File: src/sv/vxarp_pkg.sv
package vxarp_pkg;

  // Frame offsets, 20-byte outer IPv4 header assumed
  localparam int unsigned OffsetW = 7;

  typedef logic [OffsetW-1:0] offset_t;

  localparam offset_t OffEthTypeHi   = offset_t'(12);
  localparam offset_t OffEthTypeLo   = offset_t'(13);
  localparam offset_t OffIpProto     = offset_t'(23);
  localparam offset_t OffVtepFirst   = offset_t'(26);
  localparam offset_t OffVtepLast    = offset_t'(29);
  localparam offset_t OffUdpDportHi  = offset_t'(36);
  localparam offset_t OffUdpDportLo  = offset_t'(37);
  localparam offset_t OffVniFirst    = offset_t'(46);
  localparam offset_t OffVniLast     = offset_t'(48);
  localparam offset_t OffInnerTypeHi = offset_t'(62);
  localparam offset_t OffInnerTypeLo = offset_t'(63);
  localparam offset_t OffArpOpHi     = offset_t'(70);
  localparam offset_t OffArpOpLo     = offset_t'(71);
  localparam offset_t OffMacFirst    = offset_t'(72);
  localparam offset_t OffMacLast     = offset_t'(77);
  localparam offset_t OffSipFirst    = offset_t'(78);
  localparam offset_t OffSipLast     = offset_t'(81);
  localparam offset_t OffEmit        = offset_t'(91);
  localparam offset_t OffLimit       = offset_t'(92);

  localparam int unsigned MacBytes = 6;

  // Expected header bytes
  localparam logic [7:0] EthTypeIpv4Hi = 8'h08;
  localparam logic [7:0] EthTypeIpv4Lo = 8'h00;
  localparam logic [7:0] IpProtoUdp    = 8'd17;
  localparam logic [7:0] EthTypeArpHi  = 8'h08;
  localparam logic [7:0] EthTypeArpLo  = 8'h06;
  localparam logic [7:0] ArpOpReqHi    = 8'h00;
  localparam logic [7:0] ArpOpReqLo    = 8'h01;

  localparam logic [15:0] VxlanPortReset = 16'd4789;

  // One snooped ARP request
  typedef struct packed {
    logic [23:0] vni;
    logic [31:0] vtep_ip;
    logic [47:0] sender_mac;
    logic [31:0] sender_ip;
  } result_t;

  // Input register to parser
  typedef struct packed {
    logic       valid;
    logic [7:0] data;
    logic       last;
  } beat_t;

endpackage

File: src/sv/vxarp_in_reg.sv
module vxarp_in_reg (
  input  logic              clk_i,
  input  logic              rst_ni,
  input  logic              in_valid_i,
  output logic              in_stall_o,
  input  logic [7:0]        data_byte_i,
  input  logic              frame_end_i,
  input  logic              consume_i,
  output vxarp_pkg::beat_t  beat_o
);
  import vxarp_pkg::*;

  logic       valid_q, valid_d;
  logic [7:0] data_q;
  logic       last_q;
  logic       load;

  // Take a new beat when empty or when the held one drains this cycle
  assign in_stall_o = valid_q && !consume_i;
  assign load       = in_valid_i && !in_stall_o;

  always_comb begin
    valid_d = valid_q;
    if (load) begin
      valid_d = 1'b1;
    end else if (consume_i) begin
      valid_d = 1'b0;
    end
  end

  always_ff @(posedge clk_i or negedge rst_ni) begin
    if (!rst_ni) begin
      valid_q <= 1'b0;
    end else begin
      valid_q <= valid_d;
    end
  end

  // Payload, no reset
  always_ff @(posedge clk_i) begin
    if (load) begin
      data_q <= data_byte_i;
      last_q <= frame_end_i;
    end
  end

  assign beat_o = '{valid: valid_q, data: data_q, last: last_q};

endmodule

File: src/sv/vxarp_parser.sv
module vxarp_parser (
  input  logic                clk_i,
  input  logic                rst_ni,
  input  vxarp_pkg::beat_t    beat_i,
  input  logic [15:0]         udp_port_i,
  input  logic                out_ready_i,
  output logic                consume_o,
  output logic                evt_valid_o,
  output vxarp_pkg::result_t  evt_o
);
  import vxarp_pkg::*;

  offset_t     offset_q, offset_d;
  logic        match_q, match_d;
  logic [23:0] vni_q, vni_d;
  logic [31:0] vtep_q, vtep_d;
  logic [47:0] mac_q, mac_d;
  logic [31:0] sip_q, sip_d;
  logic        in_range;
  logic        byte_ok;
  logic        hit;
  logic [7:0]  b;

  assign b        = beat_i.data;
  assign in_range = offset_q < OffLimit;

  // Per-offset header check
  always_comb begin
    byte_ok = 1'b1;
    case (offset_q)
      OffEthTypeHi:   byte_ok = (b == EthTypeIpv4Hi);
      OffEthTypeLo:   byte_ok = (b == EthTypeIpv4Lo);
      OffIpProto:     byte_ok = (b == IpProtoUdp);
      OffUdpDportHi:  byte_ok = (b == udp_port_i[15:8]);
      OffUdpDportLo:  byte_ok = (b == udp_port_i[7:0]);
      OffInnerTypeHi: byte_ok = (b == EthTypeArpHi);
      OffInnerTypeLo: byte_ok = (b == EthTypeArpLo);
      OffArpOpHi:     byte_ok = (b == ArpOpReqHi);
      OffArpOpLo:     byte_ok = (b == ArpOpReqLo);
      default:        byte_ok = 1'b1;
    endcase
  end

  // Event on the emit byte; it waits when the result register is full
  assign hit         = beat_i.valid && (offset_q == OffEmit) && match_q;
  assign consume_o   = beat_i.valid && (!hit || out_ready_i);
  assign evt_valid_o = hit && out_ready_i;
  assign evt_o       = '{vni: vni_q, vtep_ip: vtep_q, sender_mac: mac_q, sender_ip: sip_q};

  // Offset, match flag and field captures
  always_comb begin
    offset_d = offset_q;
    match_d  = match_q;
    vni_d    = vni_q;
    vtep_d   = vtep_q;
    mac_d    = mac_q;
    sip_d    = sip_q;
    if (consume_o) begin
      if (in_range) begin
        if (!byte_ok) begin
          match_d = 1'b0;
        end
        if (offset_q >= OffVtepFirst && offset_q <= OffVtepLast) begin
          vtep_d = {vtep_q[23:0], b};
        end else if (offset_q >= OffVniFirst && offset_q <= OffVniLast) begin
          vni_d = {vni_q[15:0], b};
        end else if (offset_q >= OffSipFirst && offset_q <= OffSipLast) begin
          sip_d = {sip_q[23:0], b};
        end
        // MAC bytes land first-byte-low
        for (int k = 0; k < MacBytes; k++) begin
          if (offset_q == OffMacFirst + offset_t'(k)) begin
            mac_d[8*k +: 8] = b;
          end
        end
        offset_d = offset_q + offset_t'(1);
      end
      if (beat_i.last) begin
        offset_d = '0;
        match_d  = 1'b1;
      end
    end
  end

  always_ff @(posedge clk_i or negedge rst_ni) begin
    if (!rst_ni) begin
      offset_q <= '0;
      match_q  <= 1'b1;
      vni_q    <= '0;
      vtep_q   <= '0;
      mac_q    <= '0;
      sip_q    <= '0;
    end else begin
      offset_q <= offset_d;
      match_q  <= match_d;
      vni_q    <= vni_d;
      vtep_q   <= vtep_d;
      mac_q    <= mac_d;
      sip_q    <= sip_d;
    end
  end

endmodule

File: src/sv/vxarp_out_reg.sv
module vxarp_out_reg (
  input  logic                clk_i,
  input  logic                rst_ni,
  input  logic                evt_valid_i,
  input  vxarp_pkg::result_t  evt_i,
  output logic                out_ready_o,
  output logic                out_valid_o,
  input  logic                out_stall_i,
  output vxarp_pkg::result_t  res_o
);
  import vxarp_pkg::*;

  logic    valid_q, valid_d;
  result_t res_q;

  // Free when empty or when the held beat leaves this cycle
  assign out_ready_o = !valid_q || !out_stall_i;

  always_comb begin
    valid_d = valid_q;
    if (evt_valid_i) begin
      valid_d = 1'b1;
    end else if (!out_stall_i) begin
      valid_d = 1'b0;
    end
  end

  always_ff @(posedge clk_i or negedge rst_ni) begin
    if (!rst_ni) begin
      valid_q <= 1'b0;
    end else begin
      valid_q <= valid_d;
    end
  end

  always_ff @(posedge clk_i) begin
    if (evt_valid_i) begin
      res_q <= evt_i;
    end
  end

  assign out_valid_o = valid_q;
  assign res_o       = res_q;

endmodule

File: src/sv/vxlan_arp_request_snooper.sv
// VXLAN ARP request snooper. Frames enter one byte per beat, with frame_end_i
// on the last byte; one byte is taken every cycle while the result side keeps
// up. A byte goes into an input register and is checked and captured by the
// offset parser in the next cycle. A match is written into the result register
// at the end of that same cycle when that register has room; a result for
// byte 91 passes through the input register and then the result register.
// The parser checks outer ethertype IPv4, IP protocol UDP (20-byte IP header
// assumed), the UDP destination port against the configured VXLAN port,
// inner ethertype ARP and ARP opcode request, and reports VNI, outer source
// IP, sender MAC (first wire byte in bits 7:0) and sender IP. Only the byte-91
// beat can wait on a full result register. The port register resets to 4789
// and should be written only while no frame is in flight.
module vxlan_arp_request_snooper (
  input  logic        clk_i,
  input  logic        rst_ni,
  input  logic        cfg_we_i,
  input  logic [15:0] cfg_wdata_i,
  input  logic        in_valid_i,
  output logic        in_stall_o,
  input  logic [7:0]  data_byte_i,
  input  logic        frame_end_i,
  output logic        out_valid_o,
  input  logic        out_stall_i,
  output logic [23:0] vni_o,
  output logic [31:0] vtep_ip_o,
  output logic [47:0] sender_mac_o,
  output logic [31:0] sender_ip_o
);
  import vxarp_pkg::*;

  logic [15:0] port_q;
  beat_t       beat;
  logic        consume;
  logic        out_ready;
  logic        evt_valid;
  result_t     evt;
  result_t     res;

  // VXLAN port register
  always_ff @(posedge clk_i or negedge rst_ni) begin
    if (!rst_ni) begin
      port_q <= VxlanPortReset;
    end else if (cfg_we_i) begin
      port_q <= cfg_wdata_i;
    end
  end

  vxarp_in_reg u_in_reg (
    .clk_i       (clk_i),
    .rst_ni      (rst_ni),
    .in_valid_i  (in_valid_i),
    .in_stall_o  (in_stall_o),
    .data_byte_i (data_byte_i),
    .frame_end_i (frame_end_i),
    .consume_i   (consume),
    .beat_o      (beat)
  );

  vxarp_parser u_parser (
    .clk_i       (clk_i),
    .rst_ni      (rst_ni),
    .beat_i      (beat),
    .udp_port_i  (port_q),
    .out_ready_i (out_ready),
    .consume_o   (consume),
    .evt_valid_o (evt_valid),
    .evt_o       (evt)
  );

  vxarp_out_reg u_out_reg (
    .clk_i       (clk_i),
    .rst_ni      (rst_ni),
    .evt_valid_i (evt_valid),
    .evt_i       (evt),
    .out_ready_o (out_ready),
    .out_valid_o (out_valid_o),
    .out_stall_i (out_stall_i),
    .res_o       (res)
  );

  assign vni_o        = res.vni;
  assign vtep_ip_o    = res.vtep_ip;
  assign sender_mac_o = res.sender_mac;
  assign sender_ip_o  = res.sender_ip;

endmodule
File: config.mk
export PLATFORM = sky130hd
export DESIGN_NAME = vxlan_arp_request_snooper
export DESIGN_NICKNAME = d
export VERILOG_FILES = /design/src/sv/vxarp_pkg.sv /design/src/sv/vxarp_in_reg.sv /design/src/sv/vxarp_parser.sv /design/src/sv/vxarp_out_reg.sv /design/src/sv/vxlan_arp_request_snooper.sv
export SDC_FILE = /design/constraint.sdc
export NUM_CORES = 1
export LEC_CHECK = 0
export BUFFER_PORTS_ARGS = -buffer_cell sky130_fd_sc_hd__buf_2
export CAP_MARGIN = 30
export CORE_MARGIN = 4
export CORE_UTILIZATION = 30
export CTS_CLUSTER_DIAMETER = 50
export CTS_CLUSTER_SIZE = 10
export DETAILED_ROUTE_END_ITERATION = 16
export GPL_ROUTABILITY_DRIVEN = 0
export GPL_TIMING_DRIVEN = 1
export SYNTH_ARGS = -nofsm -noshare
export SYNTH_HDL_FRONTEND = slang
export SYNTH_SLANG_ARGS = --single-unit
File: constraint.sdc
create_clock -name clk_i -period 8.4 [get_ports clk_i]
set_input_delay 0.42 -clock clk_i [delete_from_list [all_inputs] [get_ports clk_i]]
set_output_delay 0.42 -clock clk_i [all_outputs]
set_load 0.005 [all_outputs]
==> results of run 1 <==
sequential cells by signal, indices dropped and copies added (netlist names):
register	flops
u_in_reg.data_q	8
u_out_reg.out_valid_o	1
u_parser.mac_q	48
u_out_reg.res_o	136
u_in_reg.last_q	1
u_parser.vtep_q	32
u_in_reg.valid_q	1
u_parser.vni_q	24
u_parser.match_q	1
port_q	16
u_parser.sip_q	32
u_parser.offset_q	7
power by group:
group | leakage [nW] | switching [mW] | internal (mW)
logic | 2.03 | 0.0499 | 0.0290
registers | 3.88 | 0.0378 | 1.59
clock network | 0.553 | 0.601 | 0.897
final cells by class:
cell class	count	area, um^2
multi-input combinational	274	2511
antenna	1	2.502
fill	3415	22900
tap	468	585.6
inverter	9	33.78
clock buffer	60	1086
timing repair buffer	173	902.1
sequential	307	8418
clock inverter	11	86.33
final timing paths:
| check | start | endpoint | slack, ns | cells after the start |
|---|---|---|---|---|
| hold reg to reg | u_parser.vtep_q[24]$_DFFE_PN0P_ | u_out_reg.res_o[104]$_DFFE_PP_ | 0.43 | 0 |
| setup / recovery | u_parser.offset_q[3]$_DFFE_PN0P_ | in_stall_o | 5.73 | 5 |
| hold / removal | frame_end_i | u_in_reg.last_q$_DFFE_PP_ | 0.06 | 1 |
| max in group asynchronous | rst_ni | u_parser.vni_q[23]$_DFFE_PN0P_ | 6.86 | 3 |
| setup reg to reg | u_parser.offset_q[2]$_DFFE_PN0P_ | u_parser.match_q$_DFFE_PN1P_ | 5.76 | 6 |
| min in group asynchronous | rst_ni | port_q[14]$_DFFE_PN0P_ | 0.34 | 2 |
kinds of logic (layout without fill, tap and decap cells):
family	count (synthesis)	after routing
fa+ha+maj	4	4
simple gates	76	76
mux	148	148
other cells	0	1
buf+inv	36	253
compound gates	34	34
flops	307	307
xor+xnor	12	12
critical path: stages (launching register included):
cell	delay [ns]
dfrtp_1	0.73
and4b_1	0.32
nand3_1	0.19
or2_1	0.32
inv_1	0.06
buf_2	0.10
repair_timing:
action,CTS,global route
gates resized for setup,0,0
hold endpoints to repair,24,0
buffers inserted,0,0
hold buffers,1,0
cells in the final DEF (no fill, tap or decap), types with 3 or more instances in the layout:
master and count:
a22oi_1 4, buf_4 4, ha_1 4, a221oi_1 4, a21oi_1 5, clkbuf_1 19, mux2_2 129, dfrtp_1 154
dfstp_2 8, and3_1 3, clkinvlp_4 4, o21ai_1 3, nor2_1 18, nand2_1 18, mux2_1 19, xnor2_1 8
clkbuf_16 40, nor3_1 4, nand3_1 6, inv_1 9, edfxtp_1 145, nand4_1 3, o21ai_0 8, nand3b_1 3
buf_2 166, xor2_1 4
layer usage:
metal,track usage,wire [um],vias up
met5,0,0,-
met4,0.05384,832,0
met3,0.02753,1332,47
met2,0.1729,10530,190
met1,0.1587,10420,2998
li1,-,-,2658
metrics by stage:
step | setup slack (ns) | instance area, um^2 | utilization
floorplan | 0.1663 | 11060 | -
finish | 5.730 | 13630 | 0.3731
detailed placement | 5.715 | 12440 | 0.3406
CTS | 5.724 | 13620 | 0.3730
global placement | 5.820 | 12440 | 0.3406
global route | 5.560 | 13620 | 0.3730
==> results.json, run 1 <==
{
  "hpwl_mm": 14.24,
  "final-setup-viol-count": 0,
  "cts_tree": "built",
  "powerDensity_mw_per_mm2": 234.8,
  "max_slew.worst_pin.slew_ns": 0.9770,
  "period_needed_ns": 2.670,
  "max_slew_margin": 0.3487,
  "ys_async_sr_fraction": 0.5277,
  "maxSlewViolCount": 0,
  "synth-xor-area-share": 0.009500,
  "synth_top_area_frac": 0.3936,
  "irDropWorstVdd_uv": 122.8,
  "worstSkewPairLatency_ns": 0.54,
  "cts_buffers": 40,
  "syn2layout_area_growth_pct": 23.16,
  "ys.flop_type": "dfrtp_1",
  "dp.cells": 1230,
  "ys_seq_elements": 307,
  "end_kind": "output port",
  "postRouteAntennaNets": 0,
  "synth_compound_area_frac": 0.02138,
  "clock-sinks": 307,
  "hold_violations": 0,
  "fmax_mhz": 374.6,
  "vias": 5893,
  "pin_count": 168,
  "critPathLaunchType": "register",
  "clk_path_buf_depth": 3,
  "clk_pin_slew_ns": 0.05,
  "die_h_um": 200.0,
  "synth.most_common_cell": "dfrtp_1",
  "fin_worst_skew_ns": 0.01781,
  "grt_pass1_wl_mm": 34.98,
  "worstPathMaxFanout": 19,
  "setup.worst_path.class": "register to output port",
  "grtUsageTotal": 0.1152,
  "root_buffer": "clkbuf_16",
  "htree_levels": 2,
  "synth-simple-area-share": 0.03924,
  "dieWidth_um": 200.0,
  "core_mm2": 0.03652,
  "synth_nets": 651,
  "grt_max_degree": 137,
  "layout.cells.non_filler": 1303,
  "timing.final.crit_share": 0.3178,
  "run_status": "complete, no violations",
  "drive_gt1_frac": 0.4424,
  "synth.mux.area_fraction": 0.1506,
  "finalPower_mw": 3.200,
  "hold-worst-slack_ns": 0.06265,
  "ys_warn_count": 0,
  "drc": 0,
  "drtIter0Drc": 266,
  "synth_cell_types": 49,
  "nets": 839,
  "mappedNetlistArea_mm2": 0.01106,
  "synth_edf_count": 145,
  "synth.area.top_cells": "edfxtp_1 (39%), dfrtp_1 (35%), mux2_2 (13%), mux2_1 (1.9%), dfstp_2 (1.9%)",
  "num_rows": 70,
  "worstPathRequired_ns": 7.98,
  "antenna_found_initial": 0,
  "firstDrtPassIters": 5,
  "yosysTopAreaCell": "edfxtp_1",
  "post_synth.cell_area_avg_um2": 17.93,
  "hold_class": "input pin to register",
  "yosysSeqAreaShare": 0.7609,
  "gr-total-overflow": 0,
  "power.leakage_nw": 6.461,
  "syn_inst": 617,
  "portBuffers": 167,
  "vias_per_cell": 4.523,
  "ys_top_cells_by_count": "dfrtp_1 (154), edfxtp_1 (145), mux2_2 (129)",
  "yosys.area_share.adder": 0.004524,
  "synth_top_family_by_area": "multiplexers",
  "routed_wirelength_mm": 23.12,
  "cp_data_arrival_time_ns": 2.25,
  "tns_ns": 0,
  "rsz0062_at_grt": "false",
  "wire_per_inst_um": 17.74,
  "drv_cap": 0,
  "dieArea_mm2": 0.04001,
  "initial_core_util": 0.3029,
  "first_global_vias": 5853
}
Power figures use the tool's default switching activity.
==> inputs of run 2 (changes only) <==
Clock period 8.4 ns to 2.4 ns, I/O delays scaled along.
==> run 2 against run 1 <==
Total power rose to 3.7 times the previous value. Via count rose by 1.6%. Critical endpoint is now u_parser.match_q$_DFFE_PN1P_. Setup slack got worse by 5.6 ns. Highest routed layer unchanged. Largest power group is now clock.
==> results.json, run 2 (same netlist as run 1, synthesis figures left out) <==
{
  "run_status": "complete, no violations",
  "nets": 889,
  "worstSkewPairLatency_ns": 0.54,
  "irDropWorstVdd_uv": 820.4,
  "clk_path_buf_depth": 3,
  "htree_levels": 2,
  "max_slew.worst_pin.slew_ns": 0.7162,
  "met3_usage": 0.03659,
  "cts_buffers": 41,
  "grt.met2_usage": 0.1855,
  "reg2reg_depth": 8,
  "r2r-start": "u_parser.offset_q[0]$_DFFE_PN0P_",
  "portBuffers": 167,
  "gr-total-overflow": 0,
  "routed_wirelength_mm": 23.59,
  "clkPwrFrac": 0.492,
  "rsz0062_at_grt": "true",
  "max_slew_margin": 0.5194,
  "setup.worst_path.class": "register to register",
  "vias": 5986,
  "power.leakage_nw": 6.788,
  "worstPathMaxFanout": 5,
  "hpwl_mm": 15.33,
  "final_cell_mix": "buf_2 (166), dfrtp_1 (153), edfxtp_1 (145)",
  "critPathLaunchType": "register",
  "busiest_layer": "met2",
  "powerDensity_mw_per_mm2": 830.2,
  "drc": 0,
  "fmax_mhz": 444.1,
  "r2r_slack_ns": 0.15,
  "setup_slack_ns": 0.1481,
  "final_core_util": 0.3915,
  "firstDrtPassIters": 4,
  "tns_ns": 0,
  "end_kind": "register",
  "clock-sinks": 307,
  "drive_gt1_frac": 0.4515,
  "cts_tree": "built",
  "p_sw_mw": 2.461,
  "grtUsageTotal": 0.1185,
  "period_needed_ns": 2.252,
  "gr-usage-met1": 0.1587,
  "syn2layout_area_growth_pct": 29.25,
  "largest_register_ffs": 136,
  "switching_share": 0.2073,
  "final-setup-viol-count": 0,
  "drv_cap": 0,
  "vias_per_cell": 4.414,
  "drtIter0Drc": 314,
  "die_h_um": 200.0,
  "core_mm2": 0.03652,
  "wire_per_inst_um": 17.40,
  "power_frac_comb": 0.036,
  "holdPathStages": 2,
  "worstPathRequired_ns": 2.84,
  "antenna_found_initial": 0,
  "hold_class": "input pin to register",
  "hold_violations": 0,
  "reg2reg_to": "u_parser.match_q$_DFFE_PN1P_",
  "fin_worst_skew_ns": 0.02079,
  "dp.cells": 1252,
  "p_int_mw": 9.410,
  "cp_data_arrival_time_ns": 2.69,
  "initial_core_util": 0.3029,
  "fillers": 3358,
  "min_from": "cfg_we_i",
  "timing.final.crit_share": 0.9383,
  "dieWidth_um": 200.0,
  "num_rows": 70,
  "maxSlewViolCount": 0,
  "min_to": "port_q[10]$_DFFE_PN0P_",
  "pin_count": 168,
  "postRouteAntennaNets": 0,
  "seq_power_share": 0.472,
  "root_buffer": "clkbuf_16",
  "layout.cells.non_filler": 1356,
  "grt_max_degree": 57,
  "grt_pass1_wl_mm": 36.15,
  "dieArea_mm2": 0.04001,
  "first_global_vias": 6012,
  "clk_pin_slew_ns": 0.05,
  "layout_commonest_cell": "buf_2",
  "dpl_worst_slack_ns": 0.07324,
  "postCtsSetupBuffers": 0
}
-- run 2: cell types whose count changed in the layout (fill, tap and decap cells not counted), moves of 3 or more --
cell / delta
dlygate4sd3_1: +27
buf_4: +16
buf_12: +6
bufinv_16: +3
clkbuf_16: +3
clkinvlp_4: -3
-- run 2: repair_timing --
action | in CTS | in global routing
hold buffers | 28 | 0
endpoints found under the setup margin | 0 | 3
endpoints found under the hold margin | 81 | 0
gates resized for setup | 0 | 3
-- run 2: layout make-up --
type / instances / area [um^2] / area share
timing repair buffer: 222 / 1413 / 0.09879
tap: 468 / 585.6 / 0.04095
antenna: 2 / 5.005 / 0.0003500
clock inverter: 10 / 146.4 / 0.01024
sequential: 307 / 8419 / 0.5888
multi-input combinational: 274 / 2521 / 0.1763
inverter: 9 / 33.78 / 0.002363
clock buffer: 64 / 1175 / 0.08217
-- run 2: worst max-delay path, cell delays in order, from the launching register on --
cell	delay (ns)
dfrtp_2	0.43
inv_2	0.09
ha_2	0.22
nand3b_4	0.11
nor3_4	0.25
a22oi_1	0.15
xnor2_1	0.14
or4_1	0.52
o31ai_1	0.25
-- run 2: through the flow --
stage	hold slack [ns]	area, um^2	power, mW
CTS	0.06432	14290	12.08
global route	0.08366	14290	12.39
detailed placement	0.1453	12690	6.104
global placement	0.1403	12690	6.106
floorplan	-0.1756	11080	5.869
finish	0.1074	14300	11.87
-- run 2: worst max-delay path by stage --
stage / slack (ns) / depth (start not counted) / from / end
CTS: 0.10 / 8 / u_parser.offset_q[0]$_DFFE_PN0P_ / u_parser.match_q$_DFFE_PN1P_
global placement: 0.14 / 8 / u_parser.offset_q[1]$_DFFE_PN0P_ / u_parser.offset_q[5]$_DFFE_PN0P_
detailed placement: 0.07 / 8 / u_parser.offset_q[0]$_DFFE_PN0P_ / u_parser.match_q$_DFFE_PN1P_
global route: -0.007 / 6 / u_parser.offset_q[5]$_DFFE_PN0P_ / u_parser.mac_q[9]$_DFFE_PN0P_
floorplan: -1.25 / 4 / u_parser.offset_q[1]$_DFFE_PN0P_ / u_out_reg.res_o[0]$_DFFE_PP_
finish: 0.15 / 8 / u_parser.offset_q[0]$_DFFE_PN0P_ / u_parser.match_q$_DFFE_PN1P_
-- run 2: power by group through the flow --
stage / combinational, mW / sequential, mW / clock, mW
3_3_place_gp: 0.399 / 5.71 / 0
4_1_cts: 0.435 / 5.61 / 6.04
2_1_floorplan: 0.190 / 5.68 / 0
5_1_grt: 0.479 / 5.61 / 6.30
6_report: 0.427 / 5.61 / 5.84
3_5_place_dp: 0.398 / 5.71 / 0
-- run 2: per-layer routing --
metal,vias to the layer above,routed length [um]
li1,2765,-
met1,3007,10460
met2,173,11170
met3,41,1378
met4,0,591
met5,-,0
